$ cat config.mk
export PLATFORM = sky130hd
export DESIGN_NAME = cdg_queue
export DESIGN_NICKNAME = d
export VERILOG_FILES = /design/src/rtl/cdg_pkg.sv /design/src/rtl/cdg_queue.sv
export SDC_FILE = /design/constraint.sdc
export NUM_CORES = 1
export LEC_CHECK = 0
export BUFFER_PORTS_ARGS = -buffer_cell sky130_fd_sc_hd__buf_2
export CAP_MARGIN = 40
export CORE_ASPECT_RATIO = 1.25
export CORE_UTILIZATION = 30
export CTS_CLUSTER_SIZE = 16
export DETAILED_ROUTE_END_ITERATION = 6
export MAX_ROUTING_LAYER = met4
export PLACE_DENSITY = 0.53
export SYNTH_ARGS = -nofsm -noshare
export SYNTH_HDL_FRONTEND = slang
export SYNTH_SLANG_ARGS = --single-unit
$ cat constraint.sdc
create_clock -name i_clk -period 4.92 [get_ports i_clk]
set_input_delay 0.984 -clock i_clk [delete_from_list [all_inputs] [get_ports i_clk]]
set_output_delay 0.984 -clock i_clk [all_outputs]
set_load 0.01 [all_outputs]
$ cat src/rtl/cdg_pkg.sv
// cdg_pkg: shared widths, register codes, job record and helpers for the
// central-difference gradient block. No dependencies.
package cdg_pkg;

    // field widths
    localparam int PIX_BITS    = 8;
    localparam int DIFF_BITS   = PIX_BITS + 1;
    localparam int MAG_BITS    = 10;
    localparam int COORD_BITS  = 10;
    localparam int DIM_BITS    = 11;
    // 4 * (dx^2 + dy^2) fits here
    localparam int SQ_BITS     = 2 * DIFF_BITS + 2;

    // frame size limits and reset values
    localparam int MIN_DIM     = 2;
    localparam int MAX_HEIGHT  = 1024;
    localparam logic [DIM_BITS-1:0] WIDTH_RESET  = 11'd640;
    localparam logic [DIM_BITS-1:0] HEIGHT_RESET = 11'd480;

    // job queue between front and back
    localparam int QUEUE_DEPTH = 2;
    localparam int QPTR_BITS   = $clog2(QUEUE_DEPTH);

    // first trial bit of the square root, highest even power in range
    localparam logic [SQ_BITS-1:0] ROOT_TOP = {2'b01, {(SQ_BITS - 2){1'b0}}};

    typedef logic [PIX_BITS-1:0]          t_pix;
    typedef logic signed [DIFF_BITS-1:0]  t_diff;
    typedef logic [COORD_BITS-1:0]        t_coord;
    typedef logic [DIM_BITS-1:0]          t_dim;
    typedef logic [MAG_BITS-1:0]          t_mag;

    // configuration register indexes
    typedef logic [0:0] t_cfg_addr;
    localparam t_cfg_addr CFG_WIDTH  = 1'b0;
    localparam t_cfg_addr CFG_HEIGHT = 1'b1;

    // result slots of one pixel: upper-row result, left bottom, bottom corner
    typedef logic [1:0] t_sel;
    localparam t_sel SEL_A = 2'd0;
    localparam t_sel SEL_B = 2'd1;
    localparam t_sel SEL_C = 2'd2;

    // one classified pixel: up to three results with their differences
    typedef struct packed {
        logic [2:0]  has;
        t_diff [2:0] dx;
        t_diff [2:0] dy;
        t_coord      row;
        t_coord      col;
    } t_job;

    // a minus b as a signed difference
    function automatic t_diff pix_diff(input t_pix a, input t_pix b);
        return t_diff'({1'b0, a} - {1'b0, b});
    endfunction

endpackage

$ cat src/rtl/cdg_queue.sv
// cdg_queue: small job fifo that decouples the front from the back.
// Depends on cdg_pkg.
module cdg_queue import cdg_pkg::*; (
    input  logic i_clk,
    input  logic i_rst_n,
    input  logic i_push,
    input  t_job i_job,
    output logic o_full,
    output logic o_valid,
    input  logic i_pop,
    output t_job o_job
);

    t_job r_slot [QUEUE_DEPTH];
    logic [QPTR_BITS-1:0] r_wp;
    logic [QPTR_BITS-1:0] r_rp;
    logic [QPTR_BITS:0] r_count;

    assign o_full  = (r_count == (QPTR_BITS + 1)'(QUEUE_DEPTH));
    assign o_valid = (r_count != '0);
    assign o_job   = r_slot[r_rp];

    // pointers and fill level
    always_ff @(posedge i_clk) begin
        if (!i_rst_n) begin
            r_wp    <= '0;
            r_rp    <= '0;
            r_count <= '0;
        end else begin
            if (i_push) begin
                r_wp <= r_wp + QPTR_BITS'(1);
            end
            if (i_pop) begin
                r_rp <= r_rp + QPTR_BITS'(1);
            end
            unique case ({i_push, i_pop})
                2'b10:   r_count <= r_count + (QPTR_BITS + 1)'(1);
                2'b01:   r_count <= r_count - (QPTR_BITS + 1)'(1);
                default: r_count <= r_count;
            endcase
        end
    end

    // storage
    always_ff @(posedge i_clk) begin
        if (i_push) begin
            r_slot[r_wp] <= i_job;
        end
    end

endmodule

[Yosys cells after proc, flatten, opt, wreduce, memory -nomap -nowiden]
Memories as Yosys holds them, arrays and structs flattened. A register that Yosys moved wholly into a read port is not among the register bits.
Cells that the tools add are included.
Cells by class
  add/subtract/negate cells: 4
  eq/ne operators: 3
  muxes and demuxes: 5
  reduce and logical (&&, ||, !) cells: 2
Operators with widths (count)
  $eq 2x2->1 const B: 2
  $mux 1: 4
  $pmux 2 s2: 1
  $reduce_bool 2->1: 2
  $add 1x1->1 const B: 2
  $add 2x1->2 const B: 1
  $eq 2x1->1 const B: 1
  $sub 2x1->2 const B: 1
Word-level totals
  flip-flop bits (word level): 4
  memory bits (writable): 154
  input bits: 81
  output and inout bits: 79
  logic and storage cells: 18
  memories kept: 1
Memory list
  r_slot: depth 2, bits a word 77, rd ports 1, clocked after memory_dff 1, wr ports 1, line cdg_queue.sv:14  | t_job r_slot [QUEUE_DEPTH];

[Depth between registers and ports, before layout]
Gate-level depths: netlist (run 1).
  word-level depth: 3
  mapped depth: 5
  depth with buffers taken out: 5

[Worst setup path before layout (run 1)]
OpenSTA, ideal clock, no wires.
  kind: input port to flip-flop
  start point: input i_push
  end point: memory r_slot[0][0] (netlist bit) (enable)
  setup time: 0.516 ns
  data arrival time: 4.301 ns
  data required time: 4.404 ns
  setup slack: 0.103 ns
  cell stages on the path: 2
  buffers on the path: 0
  path through: inv_1 -> nor2_1
On the way
  cells in the longest elaborated chain, start to end: 2
Ends and longest elaborated chain
  start: declaration: line cdg_queue.sv:6  | input logic i_push,
  $mux 1: line cdg_queue.sv:46  | if (i_push) begin
  $mux 1 (not written as such): line cdg_queue.sv:47  | r_slot[r_wp] <= i_job;
  end: declaration: line cdg_queue.sv:14
No other way between the ends.

==> out/results.tsv, run 1 <==
stage	metric	value	unit
run_status	status	completed	
logic_synthesis	ys_seq_area_share	80.2	%
critical_path	worstSetupPathType	reg2out	
logic_synthesis	ys_warn_count	0	
detailed_routing	wl_per_cell	15.3	um
global_route	grt_pass1_wl	16.9	mm
clocking	cts_buffers	17	
placement	dp_hpwl	7.09	mm
clocking	clk-insertion-delay-late	420	ps
logic_synthesis	netlist_instances	262	
power	p_per_area	422	nW/um^2
detailed_routing	antenna_left	0	
detailed_routing	drc	0	
logic_synthesis	yosys.area.top_type	edfxtp_1	
critical_path	cpMaxStageDelayCell	dfxtp_4	
power	peakVddDrop	0.194	mV
critical_path	start_kind	flop	
global_route	grt_pass1_vias	3350	
critical_path	cp_num_buf_inv	3	
sta	finalCriticalPeriod	3140	ps
logic_synthesis	syn_nets	344	
logic_synthesis	synth_mux_area_share	16.6	%
layout	final_core_utilization	40.3	%
detailed_routing	firstDrtPassIters	4	
placement	io_buffers	159	
die	core_area	19000	um^2
critical_path	cp_data_required_time	3940	ps
sta	max_slew_margin	64.8	%
placement	pre_cts_slack	2160	ps
clocking	cts_root_buf	clkbuf_16	
sta	setup_viol	0	
logic_synthesis	synth_top_family_by_area	multiplexers	
logic_synthesis	synth_fa_ha_area_share	0.212	%
clocking	cts_tree	yes	
die	fp.dieH	159	um
detailed_routing	dr.first_iter.drc_count	144	
die	dieArea	20200	um^2
critical_path	crit_path_end_kind	output pin	
layout	fin_area	7660	um^2
layout	nets	518	
logic_synthesis	yosysTopAreaCellShare	78.5	%
detailed_routing	vias_per_cell	4.17	
critical_path	r2r-start	r_wp	
die	die_x	127	um
die	initial_core_util	31.0	%
global_route	grt_start_max_net_pins	45	
logic_synthesis	netlist_top_cells_count	edfxtp_1 (154), mux2_2 (47), mux2_4 (30)	
global_route	antenna_found_initial	0	
logic_synthesis	synth-edff-count	154	
clocking	clk_path_buf_depth	2	
critical_path	crit_family	buffers and inverters	
placement	globalplace.congestion	0.636	
logic_synthesis	ys_ff_latch	159	
logic_synthesis	synth_cell_types	19	
critical_path	critPathMaxFanout	38	
placement	placed_area	7060	um^2
logic_synthesis	syn_area_per_cell	22.5	um^2
critical_path	cp.depth	4	
power	leakage	0.00290	uW
critical_path	ff2ff_path_depth	2	
logic_synthesis	synthXorXnorAreaFrac	0.446	%
sta	finalMaxSlewViolations	0	
logic_synthesis	synth.most_common_cell	edfxtp_1	
clocking	cts_max_level	4	
sta	hold_ws	548	ps
layout	antenna_cells	0	
logic_synthesis	synthFlopType	edfxtp_1	
layout	fill_cells	1757	
min_path	holdCritPathClass	reg2reg	
flow_run	cap_violations	0	
critical_path	worstPathArrival	2150	ps
die	ios	160	
layout	drive_gt1_share	61.5	%
sta	worst_slew_pin_slew	528	ps
clocking	cts.sinks	159	
clocking	postCtsSetupBuffers	0	
critical_path	r2r_slack	3370	ps
die	num_rows	56	
sta	period_share	63.8	%
sta	clock.fmax	319	MHz
critical_path	max_stage_delay	640	ps
layout	area_growth	29.9	%
global_route	grtUsageTotal	11.6	%
global_route	grt_overflow_total	0	
clocking	cts-hold-fix-buffers	0	
critical_path	endpoint	o_job[51]	
sta	rsz0062_at_grt	no	
sta	hold_viol_final	0	
logic_synthesis	async_flop_share	0	%
detailed_routing	drt-total-wl	10.9	mm
sta	skew	8.78	ps
logic_synthesis	yosys.area_share.simple	0.955	%
clocking	postCtsResizedCells	0	
detailed_routing	vias	2964	
logic_synthesis	synth_area_leaders	edfxtp_1 (78%), mux2_2 (9.0%), mux2_4 (7.6%)	
sta	finalSetupTns	0	ps
logic_synthesis	synth_compound_area_share	0.340	%
logic_synthesis	syn_area	5890	um^2
clocking	cts.clk_slew.worst_paths	60	ps
sta	fin_ws	1780	ps
critical_path	regToRegEndpoint	r_slot[1][70]	
critical_path	cp_cell_sequence	buf_16, buf_4, mux2_4, buf_2	
==> routing by layer <==
metal,track usage [%],share of wire (%)
met2,19.6,52
met3,4.25,6.1
met4,4.71,1.2
met1,12.1,41
met5,-,0
==> worst register-to-register path, cell delays in order, from the launching register on <==
cell	delay, ps
dfxtp_1	390
and2_4	510
buf_16	320
==> cells by family (layout without fill, tap and decap cells) <==
| kind of cell | count (synthesis) | after routing |
|---|---|---|
| AOI/OAI and AO/OA | 3 | 3 |
| muxes | 77 | 77 |
| DFF | 159 | 159 |
| adders and majority gates | 1 | 1 |
| xor gates and xnor gates | 3 | 3 |
| buffers and inverters | 10 | 197 |
| and+or+nand+nor | 9 | 9 |
==> flip-flops by register name, summed over array words and instances (netlist names), named ones only <==
register,count
r_slot,154
r_count,2
r_rp,1
r_wp,1
==> worst min-delay path by stage <==
stage | start | end | slack (ps) | cells past startpoint
2_1_floorplan | r_count[1] | r_count[1] | 460 | 2
3_3_place_gp | r_count[1] | r_count[1] | 470 | 2
3_5_place_dp | r_count[1] | r_count[1] | 520 | 2
4_1_cts | r_count[1] | r_count[1] | 530 | 2
5_1_grt | r_count[1] | r_count[1] | 590 | 2
6_report | r_count[1] | r_count[1] | 550 | 2
==> final cells by class <==
| class | instances | area [um^2] | area share (%) |
|---|---|---|---|
| Sequential cell | 159 | 4730 | 61.7 |
| Inverter | 1 | 3.75 | 0.0490 |
| Timing Repair Buffer | 164 | 898 | 11.7 |
| Clock buffer | 18 | 429 | 5.60 |
| Clock inverter | 14 | 166 | 2.17 |
| Tap cell | 261 | 327 | 4.26 |
| Multi-Input combinational cell | 93 | 1100 | 14.4 |
==> where the power goes <==
| part | leakage [uW] | switching, uW | internal [uW] | total [uW] |
|---|---|---|---|---|
| combinational | 0.00113 | 154 | 167 | 321 |
| clock | 0.000284 | 520 | 798 | 1320 |
| sequential | 0.00149 | 27.5 | 1560 | 1590 |
| total | 0.00290 | 701 | 2530 | 3230 |
==> cell usage in the layout, fill, tap and decap left out, types with 2 or more instances in the layout <==
master      instances
bufinv_16           3
clkinv_2            3
clkbuf_16          17
edfxtp_1          154
dfxtp_1             4
and2_1              3
clkinvlp_4          3
buf_16              2
mux2_2             47
buf_2             159
buf_12              2
mux2_4             30
xnor2_1             2
clkinv_4            2
inv_6               2
==> metrics by stage <==
stage / total power [uW] / instances
6_report: 3230 / 710
3_5_place_dp: 1950 / 678
2_1_floorplan: 1810 / 262
4_1_cts: 3280 / 710
5_1_grt: 3350 / 710
3_3_place_gp: 1930 / 675
No activity file was read; power rests on OpenSTA's default activity.
==> run 2: changes to the inputs <==
PLACE_DENSITY = 0.52   (was 0.53)
clock period = 3.2 ns   (was 4.92 ns; I/O delays follow)
==> run 2 against run 1 <==
Net effect:
- design area down 0.87%
- critical path depth down 1
- count of clock-buffer cells in the layout up 1
- via count down 0.40%
- cell count unchanged
- first-iteration DRC count up 41%
- routed wire length down 1.2%
- highest routed layer unchanged
- combinational power up 50%
- non-clock buffer count unchanged
- hold slack worse by 140 ps
- clock skew down 1.2 ps
==> out/results.tsv, run 2 (same netlist as run 1, synthesis figures left out) <==
stage	metric	value	unit	change
run_status	status	completed		unchanged
layout	area_growth	28.8	%	was 29.9%
layout	largest_register_ffs	154		unchanged
clocking	cts_max_level	4		unchanged
layout	top_regs	r_slot: 154 flops, r_count: 2 flops		unchanged
global_route	grt_util_met2	19.2	%	was 19.6%
die	die_x	127	um	unchanged
clocking	cts_root_buf	clkbuf_16		unchanged
power	p_per_area	644	nW/um^2	was 422 nW/um^2
placement	dp_hpwl	6.76	mm	was 7.09 mm
layout	layout_common_cells	buf_2 (159), edfxtp_1 (154), mux2_2 (47)		unchanged
die	num_rows	56		unchanged
clocking	postCtsSetupBuffers	0		unchanged
global_route	grt_start_max_net_pins	49		was 45
detailed_routing	dr.first_iter.drc_count	203		was 144
placement	placed_area	7020	um^2	was 7060 um^2
power	leakage	0.00288	uW	was 0.00290 uW
min_path	holdCritPathClass	in2reg		was reg2reg
clocking	cts.clk_slew.worst_paths	60	ps	about the same
layout	final_common_cell	buf_2		unchanged
layout	nets	518		unchanged
layout	largest_register	r_slot		unchanged
critical_path	cp_data_required_time	2560	ps	was 3940 ps
sta	hold_viol_final	0		unchanged
sta	worst_slew_pin_slew	680	ps	was 528 ps
detailed_routing	wl_per_cell	15.1	um	was 15.3 um
sta	finalSetupTns	0	ps	unchanged
sta	period_share	79.8	%	
global_route	grt_pass1_vias	3232		was 3350
detailed_routing	drt-total-wl	10.7	mm	was 10.9 mm
global_route	grt_overflow_total	0		unchanged
detailed_routing	drc	0		unchanged
min_path	min_path_cells	1		was 2
sta	clock.fmax	392	MHz	
clocking	cts.sinks	159		unchanged
detailed_routing	vias	2952		was 2964
critical_path	crit_path_end_kind	output pin		unchanged
global_route	grtUsageTotal	11.3	%	was 11.6%
detailed_routing	vias_per_cell	4.16		was 4.17
critical_path	critPathMaxFanout	39		was 38
detailed_routing	antenna_left	0		unchanged
global_route	met1_usage	11.9	%	was 12.1%
layout	fin_area	7590	um^2	was 7660 um^2
clocking	cts_buffers	17		unchanged
sta	skew	7.60	ps	was 8.78 ps
critical_path	worstPathArrival	1910	ps	was 2150 ps
die	core_area	19000	um^2	unchanged
sta	finalMaxSlewViolations	0		unchanged
flow_run	cap_violations	0		unchanged
sta	max_slew_margin	54.7	%	was 64.8%
placement	io_buffers	159		unchanged
power	peakVddDrop	0.328	mV	was 0.194 mV
sta	rsz0062_at_grt	no		unchanged
detailed_routing	firstDrtPassIters	5		was 4
die	ios	160		unchanged
critical_path	worstSetupPathType	reg2out		unchanged
die	fp.dieH	159	um	unchanged
clocking	clk-insertion-delay-late	410	ps	was 420 ps
clocking	cts_tree	yes		unchanged
die	dieArea	20200	um^2	unchanged
clocking	cts-hold-fix-buffers	0		unchanged
die	initial_core_util	31.0	%	unchanged
critical_path	start_kind	flop		unchanged
sta	finalCriticalPeriod	2550	ps	
sta	setup_viol	0		unchanged
global_route	busiest_layer	met2		unchanged
global_route	grt_use_met3	4.21	%	was 4.25%
layout	drive_gt1_share	61.2	%	was 61.5%
clocking	clk_path_buf_depth	2		unchanged
critical_path	ff2ff_path_depth	2		unchanged
layout	antenna_cells	0		unchanged
placement	globalplace.congestion	0.680		was 0.636
clocking	postCtsResizedCells	0		unchanged
global_route	grt_pass1_wl	16.5	mm	was 16.9 mm
global_route	antenna_found_initial	0		unchanged
==> run 2: cell types whose count changed in the layout (fill, tap and decap cells not counted) <==
cell / previous run / this run
bufinv_16: 3 / 2
clkbuf_1: 1 / 2
buf_16: 2 / 0
inv_6: 2 / 4
buf_4: 1 / 3
clkinv_4: 2 / 0
==> run 2: per-layer routing <==
metal | vias to the layer above | routed length, um
met5 | - | 0
met4 | 0 | 123
met3 | 9 | 613
met2 | 98 | 5630
met1 | 1463 | 4370
li1 | 1382 | -
==> run 2: cell type report <==
| type | instances | area (um^2) |
|---|---|---|
| clock buffer | 19 | 433 |
| timing repair buffer | 164 | 858 |
| sequential | 159 | 4730 |
| tap | 261 | 327 |
| fill | 1762 | 11400 |
| multi-input combinational | 93 | 1100 |
| clock inverter | 13 | 136 |
| inverter | 1 | 3.75 |
==> run 2: final timing paths <==
| path | start | endpoint | slack [ps] |
|---|---|---|---|
| max | flop | o_job[22] | 650 |
| min | i_job[17] | r_slot[0][17] | 410 |
| max reg2reg | r_wp | r_slot[1][17] | 1590 |
| min reg2reg | r_count[1] | r_count[1] | 530 |
==> run 2: critical path, stage by stage (launching register included) <==
cell     delay (ps)
dfxtp_4         650
buf_12          320
mux2_2          380
buf_2           140
==> run 2: report_power, final <==
part / switching (uW) / total, uW / internal (uW)
Clock: 806 / 1960 / 1150
Sequential: 42.2 / 2450 / 2400
Combinational: 231 / 480 / 250
Total: 1080 / 4890 / 3810
==> run 2: metrics by stage <==
stage                     setup WS, ps  power (uW)  hold slack (ps)  utilization [%]  std cells
after global routing               503        5090              386             40.0        710
after global placement            1010        2970              476             37.0        678
after CTS                          552        4970              388             40.0        710
final                              647        4890              411             40.0        710
after detailed placement          1000        2990              526             37.0        678
after floorplan                   77.6        2780              461                -        262
