### src/rtl/cdg_pkg.sv
// cdg_pkg: shared widths, register codes, job record and helpers for the
// central-difference gradient block. No dependencies.
package cdg_pkg;

    // field widths
    localparam int PIX_BITS    = 8;
    localparam int DIFF_BITS   = PIX_BITS + 1;
    localparam int MAG_BITS    = 10;
    localparam int COORD_BITS  = 10;
    localparam int DIM_BITS    = 11;
    // 4 * (dx^2 + dy^2) fits here
    localparam int SQ_BITS     = 2 * DIFF_BITS + 2;

    // frame size limits and reset values
    localparam int MIN_DIM     = 2;
    localparam int MAX_HEIGHT  = 1024;
    localparam logic [DIM_BITS-1:0] WIDTH_RESET  = 11'd640;
    localparam logic [DIM_BITS-1:0] HEIGHT_RESET = 11'd480;

    // job queue between front and back
    localparam int QUEUE_DEPTH = 2;
    localparam int QPTR_BITS   = $clog2(QUEUE_DEPTH);

    // first trial bit of the square root, highest even power in range
    localparam logic [SQ_BITS-1:0] ROOT_TOP = {2'b01, {(SQ_BITS - 2){1'b0}}};

    typedef logic [PIX_BITS-1:0]          t_pix;
    typedef logic signed [DIFF_BITS-1:0]  t_diff;
    typedef logic [COORD_BITS-1:0]        t_coord;
    typedef logic [DIM_BITS-1:0]          t_dim;
    typedef logic [MAG_BITS-1:0]          t_mag;

    // configuration register indexes
    typedef logic [0:0] t_cfg_addr;
    localparam t_cfg_addr CFG_WIDTH  = 1'b0;
    localparam t_cfg_addr CFG_HEIGHT = 1'b1;

    // result slots of one pixel: upper-row result, left bottom, bottom corner
    typedef logic [1:0] t_sel;
    localparam t_sel SEL_A = 2'd0;
    localparam t_sel SEL_B = 2'd1;
    localparam t_sel SEL_C = 2'd2;

    // one classified pixel: up to three results with their differences
    typedef struct packed {
        logic [2:0]  has;
        t_diff [2:0] dx;
        t_diff [2:0] dy;
        t_coord      row;
        t_coord      col;
    } t_job;

    // a minus b as a signed difference
    function automatic t_diff pix_diff(input t_pix a, input t_pix b);
        return t_diff'({1'b0, a} - {1'b0, b});
    endfunction

endpackage

### src/rtl/cdg_if.sv


interface cdg_res_if import cdg_pkg::*; ();
    logic   valid;
    logic   ready;
    t_diff  diff_x;
    t_diff  diff_y;
    t_mag   magnitude_q;
    t_coord out_row;
    t_coord out_col;
    logic   last_of_item;
    logic   end_of_frame;

    modport source (output valid, output diff_x, output diff_y, output magnitude_q,
                    output out_row, output out_col, output last_of_item,
                    output end_of_frame, input ready);
    modport sink   (input valid, input diff_x, input diff_y, input magnitude_q,
                    input out_row, input out_col, input last_of_item,
                    input end_of_frame, output ready);
endinterface


### src/rtl/cdg_back.sv
// cdg_back: expands each job into its results, squares the differences and
// takes the integer square root two bits a cycle. Depends on cdg_pkg, cdg_if.
module cdg_back import cdg_pkg::*; (
    input  logic       i_clk,
    input  logic       i_rst_n,
    input  logic       i_valid,
    input  t_job       i_job,
    output logic       o_pop,
    cdg_res_if.source  o_res
);

    localparam logic [1:0] BS_IDLE   = 2'd0;
    localparam logic [1:0] BS_SQUARE = 2'd1;
    localparam logic [1:0] BS_ROOT   = 2'd2;
    localparam logic [1:0] BS_EMIT   = 2'd3;

    logic [1:0] r_state, n_state;
    t_job r_job;
    t_sel r_sel;
    t_sel first_sel, next_sel;
    logic has_later;

    // square and root datapath
    logic signed [2*DIFF_BITS-1:0] prod_x, prod_y;
    logic [2*DIFF_BITS-1:0] sq_sum;
    logic [SQ_BITS-1:0] r_v;
    logic [SQ_BITS-1:0] r_res;
    logic [SQ_BITS-1:0] r_bit;
    logic [SQ_BITS:0] trial;
    logic fits;

    // output register
    logic   r_out_valid;
    t_diff  r_out_dx;
    t_diff  r_out_dy;
    t_mag   r_out_mag;
    t_coord r_out_row;
    t_coord r_out_col;
    logic   r_out_last;
    logic   r_out_eof;
    logic   load;

    assign o_pop = (r_state == BS_IDLE) && i_valid;
    assign load  = (r_state == BS_EMIT) && (!r_out_valid || o_res.ready);

    // first result of the incoming job
    always_comb begin
        priority if (i_job.has[SEL_A]) begin
            first_sel = SEL_A;
        end else if (i_job.has[SEL_B]) begin
            first_sel = SEL_B;
        end else begin
            first_sel = SEL_C;
        end
    end

    // what follows the current result
    always_comb begin
        unique case (r_sel)
            SEL_A: begin
                has_later = r_job.has[SEL_B] | r_job.has[SEL_C];
                next_sel  = r_job.has[SEL_B] ? SEL_B : SEL_C;
            end
            SEL_B: begin
                has_later = r_job.has[SEL_C];
                next_sel  = SEL_C;
            end
            default: begin
                has_later = 1'b0;
                next_sel  = SEL_C;
            end
        endcase
    end

    // squares of the selected differences
    always_comb begin
        prod_x = r_job.dx[r_sel] * r_job.dx[r_sel];
        prod_y = r_job.dy[r_sel] * r_job.dy[r_sel];
        sq_sum = {1'b0, prod_x[2*DIFF_BITS-2:0]} + {1'b0, prod_y[2*DIFF_BITS-2:0]};
    end

    // one root step
    assign trial = {1'b0, r_res} + {1'b0, r_bit};
    assign fits  = ({1'b0, r_v} >= trial);

    always_comb begin
        n_state = r_state;
        unique case (r_state)
            BS_IDLE: begin
                if (i_valid) begin
                    n_state = BS_SQUARE;
                end
            end
            BS_SQUARE: begin
                n_state = BS_ROOT;
            end
            BS_ROOT: begin
                if (r_bit[0]) begin
                    n_state = BS_EMIT;
                end
            end
            BS_EMIT: begin
                if (load) begin
                    n_state = has_later ? BS_SQUARE : BS_IDLE;
                end
            end
        endcase
    end

    // control
    always_ff @(posedge i_clk) begin
        if (!i_rst_n) begin
            r_state     <= BS_IDLE;
            r_out_valid <= 1'b0;
        end else begin
            r_state <= n_state;
            if (load) begin
                r_out_valid <= 1'b1;
            end else if (o_res.ready) begin
                r_out_valid <= 1'b0;
            end
        end
    end

    // job, root iteration and output payload
    always_ff @(posedge i_clk) begin
        if (o_pop) begin
            r_job <= i_job;
            r_sel <= first_sel;
        end
        if (r_state == BS_SQUARE) begin
            r_v   <= {sq_sum, 2'b00};
            r_res <= '0;
            r_bit <= ROOT_TOP;
        end
        if (r_state == BS_ROOT) begin
            if (fits) begin
                r_v   <= r_v - trial[SQ_BITS-1:0];
                r_res <= (r_res >> 1) + r_bit;
            end else begin
                r_res <= r_res >> 1;
            end
            r_bit <= r_bit >> 2;
        end
        if (load) begin
            r_out_dx   <= r_job.dx[r_sel];
            r_out_dy   <= r_job.dy[r_sel];
            r_out_mag  <= r_res[MAG_BITS-1:0];
            r_out_row  <= (r_sel == SEL_A) ? r_job.row - t_coord'(1) : r_job.row;
            r_out_col  <= (r_sel == SEL_B) ? r_job.col - t_coord'(1) : r_job.col;
            r_out_last <= !has_later;
            r_out_eof  <= (r_sel == SEL_C);
            if (has_later) begin
                r_sel <= next_sel;
            end
        end
    end

    assign o_res.valid        = r_out_valid;
    assign o_res.diff_x       = r_out_dx;
    assign o_res.diff_y       = r_out_dy;
    assign o_res.magnitude_q  = r_out_mag;
    assign o_res.out_row      = r_out_row;
    assign o_res.out_col      = r_out_col;
    assign o_res.last_of_item = r_out_last;
    assign o_res.end_of_frame = r_out_eof;

endmodule

### src/flat_wrapper.sv
// flat-port wrapper written by rule: the top's interface ports become plain ports
module cdg_back_flat import cdg_pkg::*;
  (i_clk, i_rst_n, i_valid, i_job, o_pop, o_res_valid, o_res_diff_x, o_res_diff_y, o_res_magnitude_q, o_res_out_row, o_res_out_col, o_res_last_of_item, o_res_end_of_frame, o_res_ready);
  cdg_res_if o_res_i ();
  input  logic i_clk;
  input  logic i_rst_n;
  input  logic i_valid;
  input  t_job i_job;
  output logic o_pop;
  output wire logic [$bits(o_res_i.valid)-1:0] o_res_valid;
  output wire logic [$bits(o_res_i.diff_x)-1:0] o_res_diff_x;
  output wire logic [$bits(o_res_i.diff_y)-1:0] o_res_diff_y;
  output wire logic [$bits(o_res_i.magnitude_q)-1:0] o_res_magnitude_q;
  output wire logic [$bits(o_res_i.out_row)-1:0] o_res_out_row;
  output wire logic [$bits(o_res_i.out_col)-1:0] o_res_out_col;
  output wire logic [$bits(o_res_i.last_of_item)-1:0] o_res_last_of_item;
  output wire logic [$bits(o_res_i.end_of_frame)-1:0] o_res_end_of_frame;
  input wire logic [$bits(o_res_i.ready)-1:0] o_res_ready;
  assign o_res_valid = o_res_i.valid;
  assign o_res_diff_x = o_res_i.diff_x;
  assign o_res_diff_y = o_res_i.diff_y;
  assign o_res_magnitude_q = o_res_i.magnitude_q;
  assign o_res_out_row = o_res_i.out_row;
  assign o_res_out_col = o_res_i.out_col;
  assign o_res_last_of_item = o_res_i.last_of_item;
  assign o_res_end_of_frame = o_res_i.end_of_frame;
  assign o_res_i.ready = o_res_ready;
  cdg_back u_core (.i_clk(i_clk), .i_rst_n(i_rst_n), .i_valid(i_valid), .i_job(i_job), .o_pop(o_pop), .o_res(o_res_i));
endmodule
### config.mk
export PLATFORM = sky130hd
export DESIGN_NAME = cdg_back_flat
export DESIGN_NICKNAME = d
export VERILOG_FILES = /design/src/rtl/cdg_pkg.sv /design/src/rtl/cdg_if.sv /design/src/rtl/cdg_back.sv /design/src/flat_wrapper.sv
export SDC_FILE = /design/constraint.sdc
export NUM_CORES = 1
export LEC_CHECK = 0
export ABC_AREA = 1
export ABC_CLOCK_PERIOD_IN_PS = 16050
export BUFFER_PORTS_ARGS = -buffer_cell sky130_fd_sc_hd__buf_2
export CELL_PAD_IN_SITES_DETAIL_PLACEMENT = 1
export CELL_PAD_IN_SITES_GLOBAL_PLACEMENT = 1
export CORE_MARGIN = 1
export CORE_UTILIZATION = 51
export CTS_CLUSTER_SIZE = 20
export DETAILED_ROUTE_END_ITERATION = 10
export PLACE_DENSITY_LB_ADDON = 0.1
export SLEW_MARGIN = 20
export SYNTH_ARGS = -nofsm -noshare
export SYNTH_HDL_FRONTEND = slang
export SYNTH_SLANG_ARGS = --single-unit
### constraint.sdc
create_clock -name i_clk -period 16.05 [get_ports i_clk]
set_clock_uncertainty 0.05 [all_clocks]
set_input_delay 3.21 -clock i_clk [delete_from_list [all_inputs] [get_ports i_clk]]
set_output_delay 3.21 -clock i_clk [all_outputs]
set_load 0.01 [all_outputs]
== Word level (Yosys, flattened, before mapping) ==
Cells that the tools add are included.

* Reductions and logical operators: 10
* Multiply operators: 2
* Equal/unequal tests: 8
* Shift-type cells: 0
* Add/subtract/negate cells: 6
* Bitwise operators: 1
* $lt $le $gt $ge: 2
* Muxes and demuxes: 29
* Div/mod/pow operators: 0

{| class="wikitable"
|+ Operator list
! kind !! number
|-
| $mux W20 || 6
|-
| $bmux W9 S2 || 2
|-
| $mul A9 B9 Y17 || 2
|-
| $mux W17 || 2
|-
| $add A20 B19 Y21 || 1
|-
| $ge A20 B21 Y1 || 1
|-
| $add A19 B19 Y20 || 1
|-
| $mux W10 || 2
|-
| $mux W2 || 10
|-
| $sub A10 B1 Y10 const B || 2
|-
| $sub A20 B20 Y20 || 1
|-
| $add A17 B17 Y18 || 1
|-
| $mux W9 || 2
|-
| $pmux W2 S4 || 1
|-
| $eq A2 B2 Y1 const B || 3
|-
| $eq A2 B1 Y1 const B || 2
|-
| $logic_not A2 Y1 || 2
|-
| $ne A2 B1 Y1 const B || 2
|-
| $reduce_bool A2 Y1 || 2
|-
| $lt A2 B3 Y1 const B || 1
|-
| $mux W1 || 3
|-
| $reduce_and A3 Y1 || 1
|-
| $logic_and A1 B1 Y1 || 2
|-
| $logic_not A1 Y1 || 2
|-
| other kinds (4) || 4
|}

* Memory bits (read-only): 0
* Latch bits: 0
* Bits in writable memories: 0
* Memories kept: 0
* Flip-flop bits (word level): 182
* Output and inout bits: 52

== Longest topological paths before layout ==
* Depth after elaboration: 7
* Depth in mapped cells: 37
* Depth with buffers taken out: 36

== Least setup slack after synthesis ==
No wires, ideal clock.

* Kind: input -> output
* Start point: in i_valid
* End point: out o_pop
* Arrival time: 4.828 ns
* Slack: 7.962 ns
* Required time: 12.790 ns
* Buffers on the path: 0
* Cell stages on the path: 2
* Cells stage by stage: nand2_1 > inv_1

* Longest elaborated chain between the ends: 1

{| class="wikitable"
|+ Ends and longest elaborated chain
! element !! line !! RTL
|-
| from (decl) || flat_wrapper.sv:7 || <nowiki>input logic i_valid;</nowiki>
|-
| $logic_and A1 B1 Y1 || cdg_back.sv:43 || <nowiki>assign o_pop = (r_state == BS_IDLE) && i_valid;</nowiki>
|-
| to (decl) || flat_wrapper.sv:9 || <nowiki>output logic o_pop;</nowiki>
|}

No other way between the ends.

== Worst setup path in the final report ==
* Start point: reg u_core.r_sel[0]
* End point: reg u_core.r_v[16]

* Longest elaborated chain between the ends: 7

{| class="wikitable"
|+ Ends and longest elaborated chain
! element !! line !! RTL
|-
| from (decl) || cdg_back.sv:19 || <nowiki>t_sel r_sel;</nowiki>
|-
| from (signal assigned) || cdg_back.sv:129 || <nowiki>r_sel <= first_sel;</nowiki>
|-
| from (signal assigned) || cdg_back.sv:154 || <nowiki>r_sel <= next_sel;</nowiki>
|-
| $bmux W9 S2 (on tied branches) || cdg_back.sv:77, cdg_back.sv:78 ||
|-
| $mux W9 (on tied branches) || cdg_back.sv:77, cdg_back.sv:78 ||
|-
| $mul A9 B9 Y17 (on tied branches) || cdg_back.sv:77, cdg_back.sv:78 ||
|-
| $add A17 B17 Y18 (*) || cdg_back.sv:79 || <nowiki>sq_sum = {1'b0, prod_x[2*DIFF_BITS-2:0]} + {1'b0, prod_y[2*DIFF_BITS-2:0]};</nowiki>
|-
| $mux W20 (*) || cdg_back.sv:131 || <nowiki>if (r_state == BS_SQUARE) begin</nowiki>
|-
| $mux W20 || cdg_back.sv:137 || <nowiki>if (fits) begin</nowiki>
|-
| $mux W20 (*) || cdg_back.sv:136 || <nowiki>if (r_state == BS_ROOT) begin</nowiki>
|-
| to (signal assigned) || cdg_back.sv:132 || <nowiki>r_v <= {sq_sum, 2'b00};</nowiki>
|-
| to (signal assigned) || cdg_back.sv:138 || <nowiki>r_v <= r_v - trial[SQ_BITS-1:0];</nowiki>
|-
| to (decl) || cdg_back.sv:26 || <nowiki>logic [SQ_BITS-1:0] r_v;</nowiki>
|}

Mark *: on every way between the ends. The rest lies on a longest branch, timed or not. The select of a mux whose other input is x is not followed.
A chain may end at the register's enable or synchronous reset.

==> qor.txt <==
CP peak stage delay: 0.61 ns
#FFs+latches synth: 181
largest net degree at the start of global routing: 80
Post CTS Setup Buffer Count: 0
crit-path max FO: 24
total of max-cap violations: 0
io pins: 133
router iterations before antenna repair: 5
R2R cell count: 32
post-route insts no fill: 2,221
TritonCTS clock tree: built
most used cell, CP: nand2_1
status: complete, no violations
total wire length: 42,500 µm
Least-Margin Pin Slew: 1.01 ns
CP startpoint: u_core.r_sel[0]$_DFF_P_
R2R Path Start: u_core.r_sel[0]$_DFF_P_
first-pass GRT wire length: 69,500 µm
Sum Neg Setup Slack: 0 ns
Hold Crit Endpoint: u_core.r_v[0]$_DFF_P_
Design Area, Final: 0.0168 mm²
htree depth: 4
final-stage net count: 2,142
area grow syn2layout: 10.9%
FP Rows: 62
CP endpoint kind: flip-flop
Clock Pin Slew Worst Setup and Hold Paths: 0.08 ns
async set-reset flop share out of synthesis: 0%
min-delay worst type: flip-flop to flip-flop
Die Area: 0.0304 mm²
commonest cells after routing, fill and taps aside: nand2_1, inv_1, edfxtp_1
average wire per standard cell: 19.1 µm
Die H: 174 µm
Longest Clk Path Bufs: 2
ys flop type: edfxtp_1
Synthesized Nets: 2,011
Final Core Density: 58.0%
# resized after CTS: 0
DPL Wire Length: 33,700 µm
# DRC: 0
Clock Sinks: 181
synthesized instance count: 1,686
Yosys warning total: 0
# fillers: 3,438
syn_area_per_cell: 8.99 µm²
RSZ-0062 raised after global routing: false
Via density: 5.40
Finish-stage setup viols: 0
minimum clock period: 7.71 ns
Vias: 11,985
Num CTS Buffers: 17
share of the yosys chip area belonging to registers: 34.1%
HP Start: u_core.r_v[0]$_DFF_P_
hold depth: 2
Startpoint Class: flip-flop
Final Cycle Share: 48.1%
kind of critical path: flip-flop to flip-flop
initial core utilization: 52.3%
synthesized area: 0.0152 mm²
gr usage total: 29.3%
GP Congestion: 0.878
Congestion Overflow GR: 0
Cell variety after synth: 52
DR iter-0 viols: 699
Post-Place Cells: 2,182
CP required: 16.34 ns
core area: 0.0290 mm²
initial antenna violation count: 7
Worst R2R Setup Slack: 8.34 ns
commonest non-fill, non-tap cell in the layout: nand2_1
Hold-fix buffers, CTS: 0
later-pin clock latency in the skew report: 0.45 ns
EDFF count, synth: 155
r2r endpoint: u_core.r_v[16]$_DFF_P_
Die X: 174 µm
Slew Limit Fails: 0
Max Clock Freq: 130 MHz
final hold violation count: 0
# port buffers: 132
Worst EP arrival: 8.00 ns
slew margin rel.: 32.8%
Final ANT Viol Nets: 0
share of cells above drive strength 1: 11.5%
Cell Area, Placed: 0.0162 mm²
vias in the first global route: 13,489
crit path max-delay cell type: fa_1
Root Driver: clkbuf_16
==> worst max path at each step <==
stage,to,slack [ns],cells past startpoint
2_1_floorplan,o_pop,7.96,2
3_3_place_gp,u_core.r_v[16]$_DFF_P_,8.71,32
3_5_place_dp,u_core.r_v[16]$_DFF_P_,8.39,32
4_1_cts,u_core.r_v[16]$_DFF_P_,8.33,32
5_1_grt,u_core.r_v[16]$_DFF_P_,7.76,32
6_report,u_core.r_v[16]$_DFF_P_,8.34,32
==> routing by layer <==
metal | wire (µm) | GRT usage, % | share of wire, %
met5 | 0 | 0 | 0
met4 | 1190 | 11.1 | 2.8
met3 | 1340 | 3.57 | 3.1
met2 | 22500 | 53.9 | 53
met1 | 17500 | 34.8 | 41
==> cell families (layout without fill, tap and decap cells) <==
kind of cell	count (synthesis)	count (layout)	share of synthesized area, %
buffers and inverters	347	491	9.00
xor gates and xnor gates	118	118	6.82
and+or+nand+nor	567	567	15.7
DFF	181	181	34.1
other	0	7	0
AOI/OAI and AO/OA	225	225	8.62
adders and majority gates	244	244	25.5
muxes	4	4	0.264
==> final cells by class <==
| cell class | count | area [µm²] | area share, % |
|---|---|---|---|
| Inverter | 318 | 1190 | 7.10 |
| Multi-Input combinational cell | 1158 | 8620 | 51.3 |
| Tap cell | 384 | 480 | 2.86 |
| Clock inverter | 15 | 169 | 1.00 |
| Timing Repair Buffer | 141 | 728 | 4.33 |
| Sequential cell | 181 | 5170 | 30.8 |
| Clock buffer | 17 | 425 | 2.53 |
| Antenna cell | 7 | 17.5 | 0.104 |
==> metrics by stage <==
step | setup WS [ns] | hold slack (ns)
after floorplan | 7.96 | 0.381
after global placement | 8.71 | 0.421
after detailed placement | 8.39 | 0.441
after CTS | 8.33 | 0.466
after global routing | 7.76 | 0.481
final | 8.34 | 0.465
==> synth_stat cells, types with 4 or more instances <==
cell type | n | area [µm²]
a21oi_1 | 80 | 400
o21bai_1 | 12 | 90.1
nand4_1 | 15 | 93.8
clkbuf_1 | 5 | 18.8
a21o_1 | 6 | 45.0
dfxtp_1 | 26 | 521
nor3_1 | 11 | 55.1
ha_1 | 136 | 1700
xnor2_1 | 45 | 394
o21ai_0 | 51 | 255
mux2i_1 | 4 | 40.0
edfxtp_1 | 155 | 4650
fa_1 | 108 | 2160
nand2_1 | 367 | 1380
xor2_1 | 73 | 639
inv_2 | 16 | 60.1
buf_2 | 14 | 70.1
buf_4 | 7 | 52.6
nor2_1 | 89 | 334
a31oi_1 | 9 | 56.3
nand3_1 | 63 | 315
o21ai_1 | 31 | 155
o211ai_1 | 5 | 37.5
inv_1 | 300 | 1130
nand3b_1 | 4 | 30.0
a22oi_1 | 10 | 75.1
==> state kept, by name (all words and copies together) (netlist names) <==
| register | count |
|---|---|
| u_core.r_job | 76 |
| u_core.r_res | 20 |
| u_core.o_res.out_row | 10 |
| u_core.r_state | 2 |
| u_core.o_res.out_col | 10 |
| u_core.o_res.last_of_item | 1 |
| u_core.r_sel | 2 |
| u_core.o_res.valid | 1 |
| u_core.o_res.diff_x | 9 |
| u_core.o_res.end_of_frame | 1 |
| u_core.r_bit | 10 |
| u_core.o_res.diff_y | 9 |
| u_core.o_res.magnitude_q | 10 |
| u_core.r_v | 20 |
==> worst max-delay path: cells and delay by family (launching register included) <==
kind | cells | cell delay (ns)
flops | 1 | 0.44
simple gates | 15 | 2.77
compound gates | 4 | 0.61
xor+xnor | 1 | 0.19
buf+inv | 5 | 0.35
fa+ha+maj | 7 | 3.17
Power is left out: the tool's default activity adds up to more than one toggle a clock period on the data nets, which glitch-free logic cannot reach.
